`config.mk`:
```
export PLATFORM = sky130hd
export DESIGN_NAME = pairwise_proximity_alert_unit
export DESIGN_NICKNAME = d
export VERILOG_FILES = /design/src/design/ppa_pkg.sv /design/src/design/ppa_datapath.sv /design/src/design/ppa_ctrl.sv /design/src/design/pairwise_proximity_alert_unit.sv
export SDC_FILE = /design/constraint.sdc
export NUM_CORES = 2
export LEC_CHECK = 0
export ABC_AREA = 1
export BUFFER_PORTS_ARGS = -buffer_cell sky130_fd_sc_hd__clkbuf_2
export CORE_MARGIN = 2
export CORE_UTILIZATION = 56
export CTS_CLUSTER_DIAMETER = 150
export DETAILED_ROUTE_END_ITERATION = 12
export GPL_TIMING_DRIVEN = 0
export MAX_ROUTING_LAYER = met4
export PLACE_DENSITY = 0.72
export SLEW_MARGIN = 0
export SYNTH_ARGS = -nofsm -noshare
export SYNTH_HDL_FRONTEND = slang
export SYNTH_SLANG_ARGS = --single-unit
```
`constraint.sdc`:
```
create_clock -name clk -period 20.4 [get_ports clk]
set_input_delay 0 -clock clk [delete_from_list [all_inputs] [get_ports clk]]
set_output_delay 0 -clock clk [all_outputs]
set_load 0.05 [all_outputs]
```
`src/design/ppa_pkg.sv`:
```
// Shared types, codes and constants for the pairwise proximity alert unit.
// Used by the controller, the datapath and the top level; no dependencies.
`timescale 1ns / 1ps

package ppa_pkg;

    localparam int MAX_SLOTS = 8;
    localparam int SLOT_W    = 3;
    localparam int POS_W     = 24;
    localparam int DIFF_W    = POS_W + 1;
    localparam int MAG_W     = POS_W;
    localparam int COS_W     = 31;
    localparam int PROD_W    = COS_W + MAG_W;
    localparam int SQ_W      = 2 * MAG_W + 1;
    localparam int DIST_W    = 16;
    localparam int SECT_W    = 7;
    localparam int K_W       = 5;
    localparam int ROOT_CNT_W = 4;

    localparam logic [SECT_W-1:0] HALF_TURN = 7'd36;
    localparam logic [SECT_W-1:0] QUAD_SECTORS = 7'd18;
    localparam logic [K_W-1:0] K_FIRST = 5'd1;
    localparam logic [K_W-1:0] K_LAST  = 5'd17;
    localparam logic [K_W-1:0] K_QUARTER = 5'd18;

    localparam logic [1:0] KIND_REGISTER = 2'd0;
    localparam logic [1:0] KIND_UPDATE   = 2'd1;
    localparam logic [1:0] KIND_CHECK    = 2'd2;

    typedef struct packed {
        logic [1:0]              kind;
        logic [SLOT_W-1:0]       slot;
        logic signed [POS_W-1:0] pos_x;
        logic signed [POS_W-1:0] pos_y;
    } ppa_in_t;

    typedef struct packed {
        logic [SLOT_W-1:0] own_slot;
        logic [SLOT_W-1:0] intruder_slot;
        logic [DIST_W-1:0] distance_cm;
        logic [SECT_W-1:0] sector;
        logic              last;
    } ppa_out_t;

    typedef struct packed {
        logic              take;
        logic              diff;
        logic              sqx;
        logic              sqy;
        logic              sqrt_init;
        logic              sqrt_step;
        logic              prod_v;
        logic              prod_u;
        logic              out_a;
        logic              out_held;
        logic              last;
        logic [SLOT_W-1:0] i;
        logic [SLOT_W-1:0] j;
        logic [K_W-1:0]    k;
    } ppa_cmd_t;

    typedef struct packed {
        logic                 ge2;
        logic [MAX_SLOTS-1:0] active;
        logic                 close;
        logic                 out_free;
    } ppa_status_t;

    // cos(5k degrees) scaled by 2^30, rounded to nearest.
    function automatic logic [COS_W-1:0] cosq(input logic [K_W-1:0] k);
        logic [COS_W-1:0] c;
        case (k)
            5'd0:    c = 31'd1073741824;
            5'd1:    c = 31'd1069655912;
            5'd2:    c = 31'd1057429273;
            5'd3:    c = 31'd1037154959;
            5'd4:    c = 31'd1008987269;
            5'd5:    c = 31'd973140579;
            5'd6:    c = 31'd929887697;
            5'd7:    c = 31'd879557810;
            5'd8:    c = 31'd822533958;
            5'd9:    c = 31'd759250125;
            5'd10:   c = 31'd690187940;
            5'd11:   c = 31'd615873009;
            5'd12:   c = 31'd536870912;
            5'd13:   c = 31'd453782903;
            5'd14:   c = 31'd367241333;
            5'd15:   c = 31'd277904834;
            5'd16:   c = 31'd186453311;
            5'd17:   c = 31'd93582766;
            default: c = 31'd0;
        endcase
        return c;
    endfunction

endpackage

```
`src/design/ppa_datapath.sv`:
```
// Datapath: slot table, threshold, shared multiplier, square root, sector search
// and the output and held-result registers. Depends on ppa_pkg.
`timescale 1ns / 1ps

module ppa_datapath (
    input  logic                clk,
    input  logic                rst_n,
    input  ppa_pkg::ppa_in_t    in_data,
    input  logic                cfg_we,
    input  logic [15:0]         cfg_data,
    input  ppa_pkg::ppa_cmd_t   cmd,
    output ppa_pkg::ppa_status_t status,
    output logic                out_valid,
    input  logic                out_stall,
    output ppa_pkg::ppa_out_t   out_data
);
    import ppa_pkg::*;

    logic [15:0]              thr_reg;
    logic [31:0]              lim_reg;
    logic [MAX_SLOTS-1:0]     active_reg;
    logic signed [POS_W-1:0]  x_reg [MAX_SLOTS];
    logic signed [POS_W-1:0]  y_reg [MAX_SLOTS];
    logic signed [DIFF_W-1:0] dx_reg, dy_reg;
    logic [2*MAG_W-1:0]       sqx_reg;
    logic [SQ_W-1:0]          sq_reg;
    logic [31:0]              rad_reg;
    logic [17:0]              rem_reg;
    logic [DIST_W-1:0]        root_reg;
    logic [PROD_W-1:0]        pv_reg;
    logic [K_W-1:0]           m_reg;
    logic                     out_valid_reg;
    ppa_out_t                 out_reg;
    ppa_out_t                 held_reg;

    logic [MAG_W-1:0]  mag_x, mag_y, u_mag, v_mag;
    logic [1:0]        quad;
    logic              zero;
    logic [COS_W-1:0]  mul_a;
    logic [MAG_W-1:0]  mul_b;
    logic [PROD_W-1:0] prod;
    logic [19:0]       rem_sh;
    logic [17:0]       trial;
    logic [SECT_W-1:0] sect_a, sect_b;
    logic [SLOT_W:0]   slot_ext;

    assign mag_x = dx_reg[DIFF_W-1] ? MAG_W'(-dx_reg) : MAG_W'(dx_reg);
    assign mag_y = dy_reg[DIFF_W-1] ? MAG_W'(-dy_reg) : MAG_W'(dy_reg);
    assign zero  = (dx_reg == '0) && (dy_reg == '0);

    always_comb
    begin
        if (dx_reg > 0 && dy_reg >= 0)
            quad = 2'd0;
        else if (dx_reg <= 0 && dy_reg > 0)
            quad = 2'd1;
        else if (dx_reg < 0 && dy_reg <= 0)
            quad = 2'd2;
        else
            quad = 2'd3;
    end

    // Odd quadrants swap the roles of the two magnitudes.
    assign u_mag = quad[0] ? mag_y : mag_x;
    assign v_mag = quad[0] ? mag_x : mag_y;

    always_comb
    begin
        if (cmd.sqx)
        begin
            mul_a = COS_W'(mag_x);
            mul_b = mag_x;
        end
        else if (cmd.sqy)
        begin
            mul_a = COS_W'(mag_y);
            mul_b = mag_y;
        end
        else if (cmd.prod_v)
        begin
            mul_a = cosq(cmd.k);
            mul_b = v_mag;
        end
        else
        begin
            mul_a = cosq(K_QUARTER - cmd.k);
            mul_b = u_mag;
        end
    end

    assign prod   = PROD_W'(mul_a) * PROD_W'(mul_b);
    assign rem_sh = {rem_reg, rad_reg[31:30]};
    assign trial  = {root_reg, 2'b01};

    assign sect_a = zero ? '0 : SECT_W'(QUAD_SECTORS * SECT_W'(quad)) + SECT_W'(m_reg);
    assign sect_b = zero ? '0 :
                    (sect_a >= HALF_TURN ? sect_a - HALF_TURN : sect_a + HALF_TURN);
    assign slot_ext = {1'b0, in_data.slot};

    always_ff @(posedge clk or negedge rst_n)
    begin
        if (!rst_n)
        begin
            thr_reg       <= 16'd1500;
            active_reg    <= '0;
            out_valid_reg <= 1'b0;
        end
        else
        begin
            if (cfg_we)
                thr_reg <= cfg_data;
            if (cmd.take && slot_ext < (SLOT_W+1)'(MAX_SLOTS)
                && in_data.kind == KIND_REGISTER)
                active_reg[in_data.slot] <= 1'b1;
            if (cmd.out_a || cmd.out_held)
                out_valid_reg <= 1'b1;
            else if (!out_stall)
                out_valid_reg <= 1'b0;
        end
    end

    always_ff @(posedge clk)
    begin
        lim_reg <= 32'(thr_reg) * 32'(thr_reg);
        if (cmd.take && slot_ext < (SLOT_W+1)'(MAX_SLOTS))
        begin
            if (in_data.kind == KIND_REGISTER && !active_reg[in_data.slot])
            begin
                x_reg[in_data.slot] <= '0;
                y_reg[in_data.slot] <= '0;
            end
            else if (in_data.kind == KIND_UPDATE && active_reg[in_data.slot])
            begin
                x_reg[in_data.slot] <= in_data.pos_x;
                y_reg[in_data.slot] <= in_data.pos_y;
            end
        end
        if (cmd.diff)
        begin
            dx_reg <= DIFF_W'(x_reg[cmd.j]) - DIFF_W'(x_reg[cmd.i]);
            dy_reg <= DIFF_W'(y_reg[cmd.j]) - DIFF_W'(y_reg[cmd.i]);
        end
        if (cmd.sqx)
            sqx_reg <= (2*MAG_W)'(prod);
        if (cmd.sqy)
            sq_reg <= SQ_W'(sqx_reg) + SQ_W'(prod);
        if (cmd.sqrt_init)
        begin
            rad_reg  <= sq_reg[31:0];
            rem_reg  <= '0;
            root_reg <= '0;
            m_reg    <= '0;
        end
        if (cmd.sqrt_step)
        begin
            rad_reg <= {rad_reg[29:0], 2'b00};
            if (rem_sh >= 20'(trial))
            begin
                rem_reg  <= 18'(rem_sh - 20'(trial));
                root_reg <= {root_reg[DIST_W-2:0], 1'b1};
            end
            else
            begin
                rem_reg  <= 18'(rem_sh);
                root_reg <= {root_reg[DIST_W-2:0], 1'b0};
            end
        end
        if (cmd.prod_v)
            pv_reg <= prod;
        if (cmd.prod_u && pv_reg >= prod)
            m_reg <= m_reg + K_W'(1);
        if (cmd.out_a)
        begin
            out_reg  <= '{own_slot: cmd.i, intruder_slot: cmd.j, distance_cm: root_reg,
                          sector: sect_a, last: 1'b0};
            held_reg <= '{own_slot: cmd.j, intruder_slot: cmd.i, distance_cm: root_reg,
                          sector: sect_b, last: 1'b0};
        end
        else if (cmd.out_held)
        begin
            out_reg <= '{own_slot: held_reg.own_slot, intruder_slot: held_reg.intruder_slot,
                         distance_cm: held_reg.distance_cm, sector: held_reg.sector,
                         last: cmd.last};
        end
    end

    assign status.ge2      = ($countones(active_reg) >= 2);
    assign status.active   = active_reg;
    assign status.close    = (sq_reg < SQ_W'(lim_reg));
    assign status.out_free = !out_valid_reg || !out_stall;

    assign out_valid = out_valid_reg;
    assign out_data  = out_reg;

endmodule

```
`src/design/ppa_ctrl.sv`:
```
// Controller: walks the slot pairs of a check beat and sequences the datapath.
// Depends on ppa_pkg.
`timescale 1ns / 1ps

module ppa_ctrl (
    input  logic                 clk,
    input  logic                 rst_n,
    input  logic                 in_valid,
    output logic                 in_stall,
    input  ppa_pkg::ppa_in_t     in_data,
    input  ppa_pkg::ppa_status_t status,
    output ppa_pkg::ppa_cmd_t    cmd
);
    import ppa_pkg::*;

    typedef enum logic [3:0] {
        ST_IDLE, ST_SCAN, ST_SQX, ST_SQY, ST_CMP, ST_SQRT,
        ST_SECT_V, ST_SECT_U, ST_EMIT_H, ST_EMIT_A, ST_ADV, ST_FINISH
    } state_t;

    localparam logic [SLOT_W-1:0] LAST_I = SLOT_W'(MAX_SLOTS - 2);
    localparam logic [SLOT_W-1:0] LAST_J = SLOT_W'(MAX_SLOTS - 1);

    state_t                state_reg, state_next;
    logic [SLOT_W-1:0]     i_reg, i_next, j_reg, j_next;
    logic [K_W-1:0]        k_reg, k_next;
    logic [ROOT_CNT_W-1:0] cnt_reg, cnt_next;
    logic                  held_reg, held_next;
    logic                  accept, last_pair;

    assign accept    = in_valid && !in_stall;
    assign last_pair = (i_reg == LAST_I) && (j_reg == LAST_J);
    assign in_stall  = (state_reg != ST_IDLE);

    always_comb
    begin
        state_next = state_reg;
        i_next     = i_reg;
        j_next     = j_reg;
        k_next     = k_reg;
        cnt_next   = cnt_reg;
        held_next  = held_reg;
        cmd        = '0;
        cmd.i      = i_reg;
        cmd.j      = j_reg;
        cmd.k      = k_reg;
        case (state_reg)
            ST_IDLE:
            begin
                if (accept)
                begin
                    cmd.take = 1'b1;
                    if (in_data.kind == KIND_CHECK && status.ge2)
                    begin
                        i_next     = '0;
                        j_next     = SLOT_W'(1);
                        held_next  = 1'b0;
                        state_next = ST_SCAN;
                    end
                end
            end
            ST_SCAN:
            begin
                if (status.active[i_reg] && status.active[j_reg])
                begin
                    cmd.diff   = 1'b1;
                    state_next = ST_SQX;
                end
                else
                    state_next = ST_ADV;
            end
            ST_SQX:
            begin
                cmd.sqx    = 1'b1;
                state_next = ST_SQY;
            end
            ST_SQY:
            begin
                cmd.sqy    = 1'b1;
                state_next = ST_CMP;
            end
            ST_CMP:
            begin
                if (status.close)
                begin
                    cmd.sqrt_init = 1'b1;
                    cnt_next      = '0;
                    state_next    = ST_SQRT;
                end
                else
                    state_next = ST_ADV;
            end
            ST_SQRT:
            begin
                cmd.sqrt_step = 1'b1;
                cnt_next      = cnt_reg + ROOT_CNT_W'(1);
                if (cnt_reg == '1)
                begin
                    k_next     = K_FIRST;
                    state_next = ST_SECT_V;
                end
            end
            ST_SECT_V:
            begin
                cmd.prod_v = 1'b1;
                state_next = ST_SECT_U;
            end
            ST_SECT_U:
            begin
                cmd.prod_u = 1'b1;
                k_next     = k_reg + K_W'(1);
                state_next = (k_reg == K_LAST) ? ST_EMIT_H : ST_SECT_V;
            end
            ST_EMIT_H:
            begin
                // The mirrored beat of the previous alert goes out before the new pair.
                if (!held_reg)
                    state_next = ST_EMIT_A;
                else if (status.out_free)
                begin
                    cmd.out_held = 1'b1;
                    held_next    = 1'b0;
                    state_next   = ST_EMIT_A;
                end
            end
            ST_EMIT_A:
            begin
                if (status.out_free)
                begin
                    cmd.out_a  = 1'b1;
                    held_next  = 1'b1;
                    state_next = ST_ADV;
                end
            end
            ST_ADV:
            begin
                if (last_pair)
                    state_next = ST_FINISH;
                else
                begin
                    if (j_reg == LAST_J)
                    begin
                        i_next = i_reg + SLOT_W'(1);
                        j_next = i_reg + SLOT_W'(2);
                    end
                    else
                        j_next = j_reg + SLOT_W'(1);
                    state_next = ST_SCAN;
                end
            end
            ST_FINISH:
            begin
                if (!held_reg)
                    state_next = ST_IDLE;
                else if (status.out_free)
                begin
                    cmd.out_held = 1'b1;
                    cmd.last     = 1'b1;
                    held_next    = 1'b0;
                    state_next   = ST_IDLE;
                end
            end
            default:
                state_next = ST_IDLE;
        endcase
    end

    always_ff @(posedge clk or negedge rst_n)
    begin
        if (!rst_n)
        begin
            state_reg <= ST_IDLE;
            i_reg     <= '0;
            j_reg     <= '0;
            k_reg     <= '0;
            cnt_reg   <= '0;
            held_reg  <= 1'b0;
        end
        else
        begin
            state_reg <= state_next;
            i_reg     <= i_next;
            j_reg     <= j_next;
            k_reg     <= k_next;
            cnt_reg   <= cnt_next;
            held_reg  <= held_next;
        end
    end

endmodule

```
`src/design/pairwise_proximity_alert_unit.sv`:
```
// Top level of the pairwise proximity alert unit: controller plus datapath.
// Depends on ppa_pkg, ppa_ctrl and ppa_datapath.
`timescale 1ns / 1ps

// Register and update beats are taken without stalling the input, and so is
// a check beat when fewer than two slots are active. Otherwise a check keeps
// the input stalled while it walks up to 28 slot pairs; an alerting pair needs
// 16 root iterations and 34 sector products on the one shared multiplier, and
// the walk also waits while the output is stalled. Each alerting pair gives
// two result beats, and the last one of a check carries last.
module pairwise_proximity_alert_unit (
    input  logic              clk,
    input  logic              rst_n,
    input  logic              in_valid,
    output logic              in_stall,
    input  ppa_pkg::ppa_in_t  in_data,
    output logic              out_valid,
    input  logic              out_stall,
    output ppa_pkg::ppa_out_t out_data,
    input  logic              cfg_we,
    input  logic [15:0]       cfg_data
);
    import ppa_pkg::*;

    ppa_cmd_t    cmd;
    ppa_status_t status;

    ppa_ctrl u_ctrl (
        .clk      (clk),
        .rst_n    (rst_n),
        .in_valid (in_valid),
        .in_stall (in_stall),
        .in_data  (in_data),
        .status   (status),
        .cmd      (cmd)
    );

    ppa_datapath u_datapath (
        .clk       (clk),
        .rst_n     (rst_n),
        .in_data   (in_data),
        .cfg_we    (cfg_we),
        .cfg_data  (cfg_data),
        .cmd       (cmd),
        .status    (status),
        .out_valid (out_valid),
        .out_stall (out_stall),
        .out_data  (out_data)
    );

`ifndef SYNTHESIS
    a_out_room: assert property (@(posedge clk) disable iff (!rst_n)
        (cmd.out_a || cmd.out_held) |-> status.out_free)
        else $error("result loaded while output register is blocked");
    a_one_load: assert property (@(posedge clk) disable iff (!rst_n)
        !(cmd.out_a && cmd.out_held))
        else $error("two result loads in one cycle");
    a_idle_quiet: assert property (@(posedge clk) disable iff (!rst_n)
        !in_stall |-> !(cmd.sqrt_step || cmd.out_a || cmd.prod_u))
        else $error("pair work while input is open");
`endif

endmodule
```
==> impl_metrics.env <==
export IMPL_status="finished clean"
export IMPL_clk_pin_slew_ns=0.06
export IMPL_async_reset_ff_share_pct=5.682
export IMPL_postCtsSetupBuffers=0
export IMPL_fin_skew_ns=0.06236
export IMPL_required_ns=20.80
export IMPL_ys_types=73
export IMPL_wl_per_cell_um=24.19
export IMPL_synth_edff_count=713
export IMPL_top_layer_used="met4"
export IMPL_synth_compound_area_share_pct=12.20
export IMPL_path_class="flip-flop to flip-flop"
export IMPL_area_growth_pct=9.844
export IMPL_cp_max_fo=10
export IMPL_wl_met1_um=103300
export IMPL_rows=134
export IMPL_cts_tree="done"
export IMPL_die_area_um2=137200
export IMPL_synth_avg_cell_area_um2=8.790
export IMPL_grt_pass1_vias=62956
export IMPL_cts_resized=0
export IMPL_num_vias=63037
export IMPL_relSlewSlack_pct=5.651
export IMPL_rsz0062_at_grt="false"
export IMPL_routed_wl_um=259400
export IMPL_drc_errors=0
export IMPL_drtIter0Drc=7966
export IMPL_ios=106
export IMPL_nNetsFinal=10261
export IMPL_ys_flop_type="edfxtp_1"
export IMPL_die_x_um=370.5
export IMPL_setup_viol=0
export IMPL_cap_violations=0
export IMPL_fp_dieH_um=370.5
export IMPL_hold_violations=0
export IMPL_final_cell_mix="inv_1, nand2_1, fa_1"
export IMPL_insertion_delay_ns=0.72
export IMPL_synth_adder_area_share_pct=29.93
export IMPL_portBuffers=104
export IMPL_hold_path_class="input pin to flip-flop"
export IMPL_worst_pin_slew_ns=1.415
export IMPL_max_freq_mhz=72.60
export IMPL_synthMuxAreaShare_pct=0.04492
export IMPL_synthXorXnorAreaFrac_pct=2.830
export IMPL_via_per_inst=5.879
export IMPL_synth_top_family_by_area="adder cells"
export IMPL_yosysWarnings=0
export IMPL_drv_slew=0
export IMPL_crit_top_cell="inv_1"
export IMPL_grt_max_degree=65
export IMPL_clockBufferDepth=3
export IMPL_core_area_um2=133500
export IMPL_startpoint_type="flip-flop"
export IMPL_grt_pass1_wl_um=388200
export IMPL_layout_commonest_cell="inv_1"
export IMPL_cpPeakStageDelay_ns=0.79
export IMPL_place_congestion=1.046
export IMPL_wl_met3_um=27590
export IMPL_initial_core_util_pct=56.35
export IMPL_cts_buffers_inserted=87
export IMPL_yosysSeqAreaShare_pct=30.88
export IMPL_grt_ovfl_total=0
export IMPL_tns_ns=0
export IMPL_cp_end_kind="flip-flop"
export IMPL_period_needed_ns=13.77
export IMPL_drive_gt1_share_pct=6.024
export IMPL_postSynthCellCount=8556
export IMPL_postRouteAntennaNets=0
export IMPL_slowest_stage="clkbuf_1"
export IMPL_hpwl_um=202500
export IMPL_cts_sinks=792
export IMPL_synth_seq_cells=792
export IMPL_drt_pass1_iterations=8
export IMPL_yosys_area_share_simple_pct=13.33
export IMPL_cts_root_buf="clkbuf_16"
export IMPL_syn_cell_area_um2=75200
export IMPL_synth_nets=9944
export IMPL_met2_length_um=116200
export IMPL_cts_htree_levels=3
export IMPL_worstPathArrival_ns=14.17
export IMPL_timing_final_crit_share_pct=67.52
export IMPL_antenna_found_initial=7
export IMPL_grt_usage_pct=39.19
-- critical path, delay by kind of cell, from the launching register on --
kind                     cells  cell delay (ns)
adder cells (fa/ha/maj)     10             4.51
flip-flops                   1             0.43
buffers and inverters       11             2.81
AND/OR/NAND/NOR             14             3.26
AO/OA/AOI/OAI               11             2.41
-- timing repair --
item,4_1_cts,5_1_grt
hold buffers,101,0
hold endpoints to repair,524,0
setup endpoints to repair,0,0
-- layout make-up --
cell class / instances / area, µm²
sequential: 792 / 23230
clock inverter: 65 / 844.6
inverter: 1726 / 6484
clock buffer: 99 / 2253
fill: 11508 / 50850
multi-input combinational: 5685 / 43940
tap: 1768 / 2212
buffer: 353 / 1640
timing repair buffer: 228 / 1986
antenna: 7 / 17.52
-- metal layers --
layer / global-route usage (%) / vias to the layer above
met3: 7.915 / 637
li1: - / 28082
met5: - / -
met4: 16.37 / 0
met1: 51.56 / 30735
met2: 59.43 / 3583
-- worst paths after layout --
path                                        from                     end  slack, ns  depth (start not counted)
hold reg to reg            u_datapath.thr_reg[0]   u_datapath.lim_reg[0]       0.37                          0
hold / removal                         out_stall    u_datapath.out_valid       0.17                          4
min in group asynchronous                  rst_n   u_datapath.thr_reg[7]       0.55                          3
setup / recovery                 u_ctrl.k_reg[1]     u_datapath.m_reg[2]       6.63                         46
max in group asynchronous                  rst_n  u_datapath.thr_reg[14]      18.72                          4
setup reg to reg                 u_ctrl.k_reg[1]     u_datapath.m_reg[2]       6.63                         46
-- cells by family (layout without fill, tap and decap cells) --
logic type | Yosys count | in the layout
AND/OR/NAND/NOR | 2479 | 2479
buffers and inverters | 2079 | 2471
AO/OA/AOI/OAI | 1646 | 1646
adder cells (fa/ha/maj) | 1314 | 1314
flip-flops | 792 | 792
XOR/XNOR | 243 | 243
multiplexers | 3 | 3
other | 0 | 7
-- synthesized netlist by cell type, types with 9 or more instances --
cell | instances | area (µm²)
a31oi_1 | 85 | 531.8
dfxtp_1 | 34 | 680.7
a21oi_1 | 529 | 2648
o211ai_1 | 114 | 855.8
o2111ai_1 | 9 | 78.83
buf_6 | 19 | 214.0
o31ai_1 | 18 | 135.1
nand4_1 | 34 | 212.7
a21o_1 | 18 | 135.1
o21ai_0 | 722 | 3613
inv_2 | 42 | 157.7
nand3_1 | 198 | 991.0
buf_2 | 75 | 375.4
nand2_1 | 1380 | 5180
o21bai_1 | 21 | 157.7
nor2_2 | 18 | 112.6
nor4_1 | 11 | 68.82
xor2_1 | 165 | 1445
dfrtp_1 | 38 | 950.9
inv_1 | 1677 | 6295
o21ai_1 | 28 | 140.1
nor2_1 | 732 | 2748
o21ai_2 | 15 | 131.4
buf_1 | 15 | 56.30
o22ai_1 | 16 | 100.1
or2_2 | 12 | 75.07
xnor2_1 | 78 | 683.2
o21a_1 | 17 | 127.6
fa_1 | 808 | 16180
nor3_1 | 43 | 215.2
ha_1 | 506 | 6331
buf_4 | 18 | 135.1
clkbuf_1 | 225 | 844.6
edfxtp_1 | 713 | 21410
-- per-stage QoR --
| step | util (%) | worst slack, ns | hold WS (ns) | std cells | area (µm²) |
|---|---|---|---|---|---|
| 2_1_floorplan | - | 9.880 | -0.2956 | 8556 | 75200 |
| 3_3_place_gp | 58.40 | 5.524 | 0.2044 | 10428 | 77940 |
| 3_5_place_dp | 58.81 | 6.948 | -0.02386 | 10451 | 78480 |
| 4_1_cts | 61.89 | 6.894 | 0.1082 | 10716 | 82590 |
| 5_1_grt | 61.89 | 6.024 | 0.2233 | 10721 | 82600 |
| 6_report | 61.90 | 6.626 | 0.1661 | 10723 | 82610 |
Power is left out: the tool's default activity adds up to more than one toggle a clock period on the data nets, which glitch-free logic cannot reach.
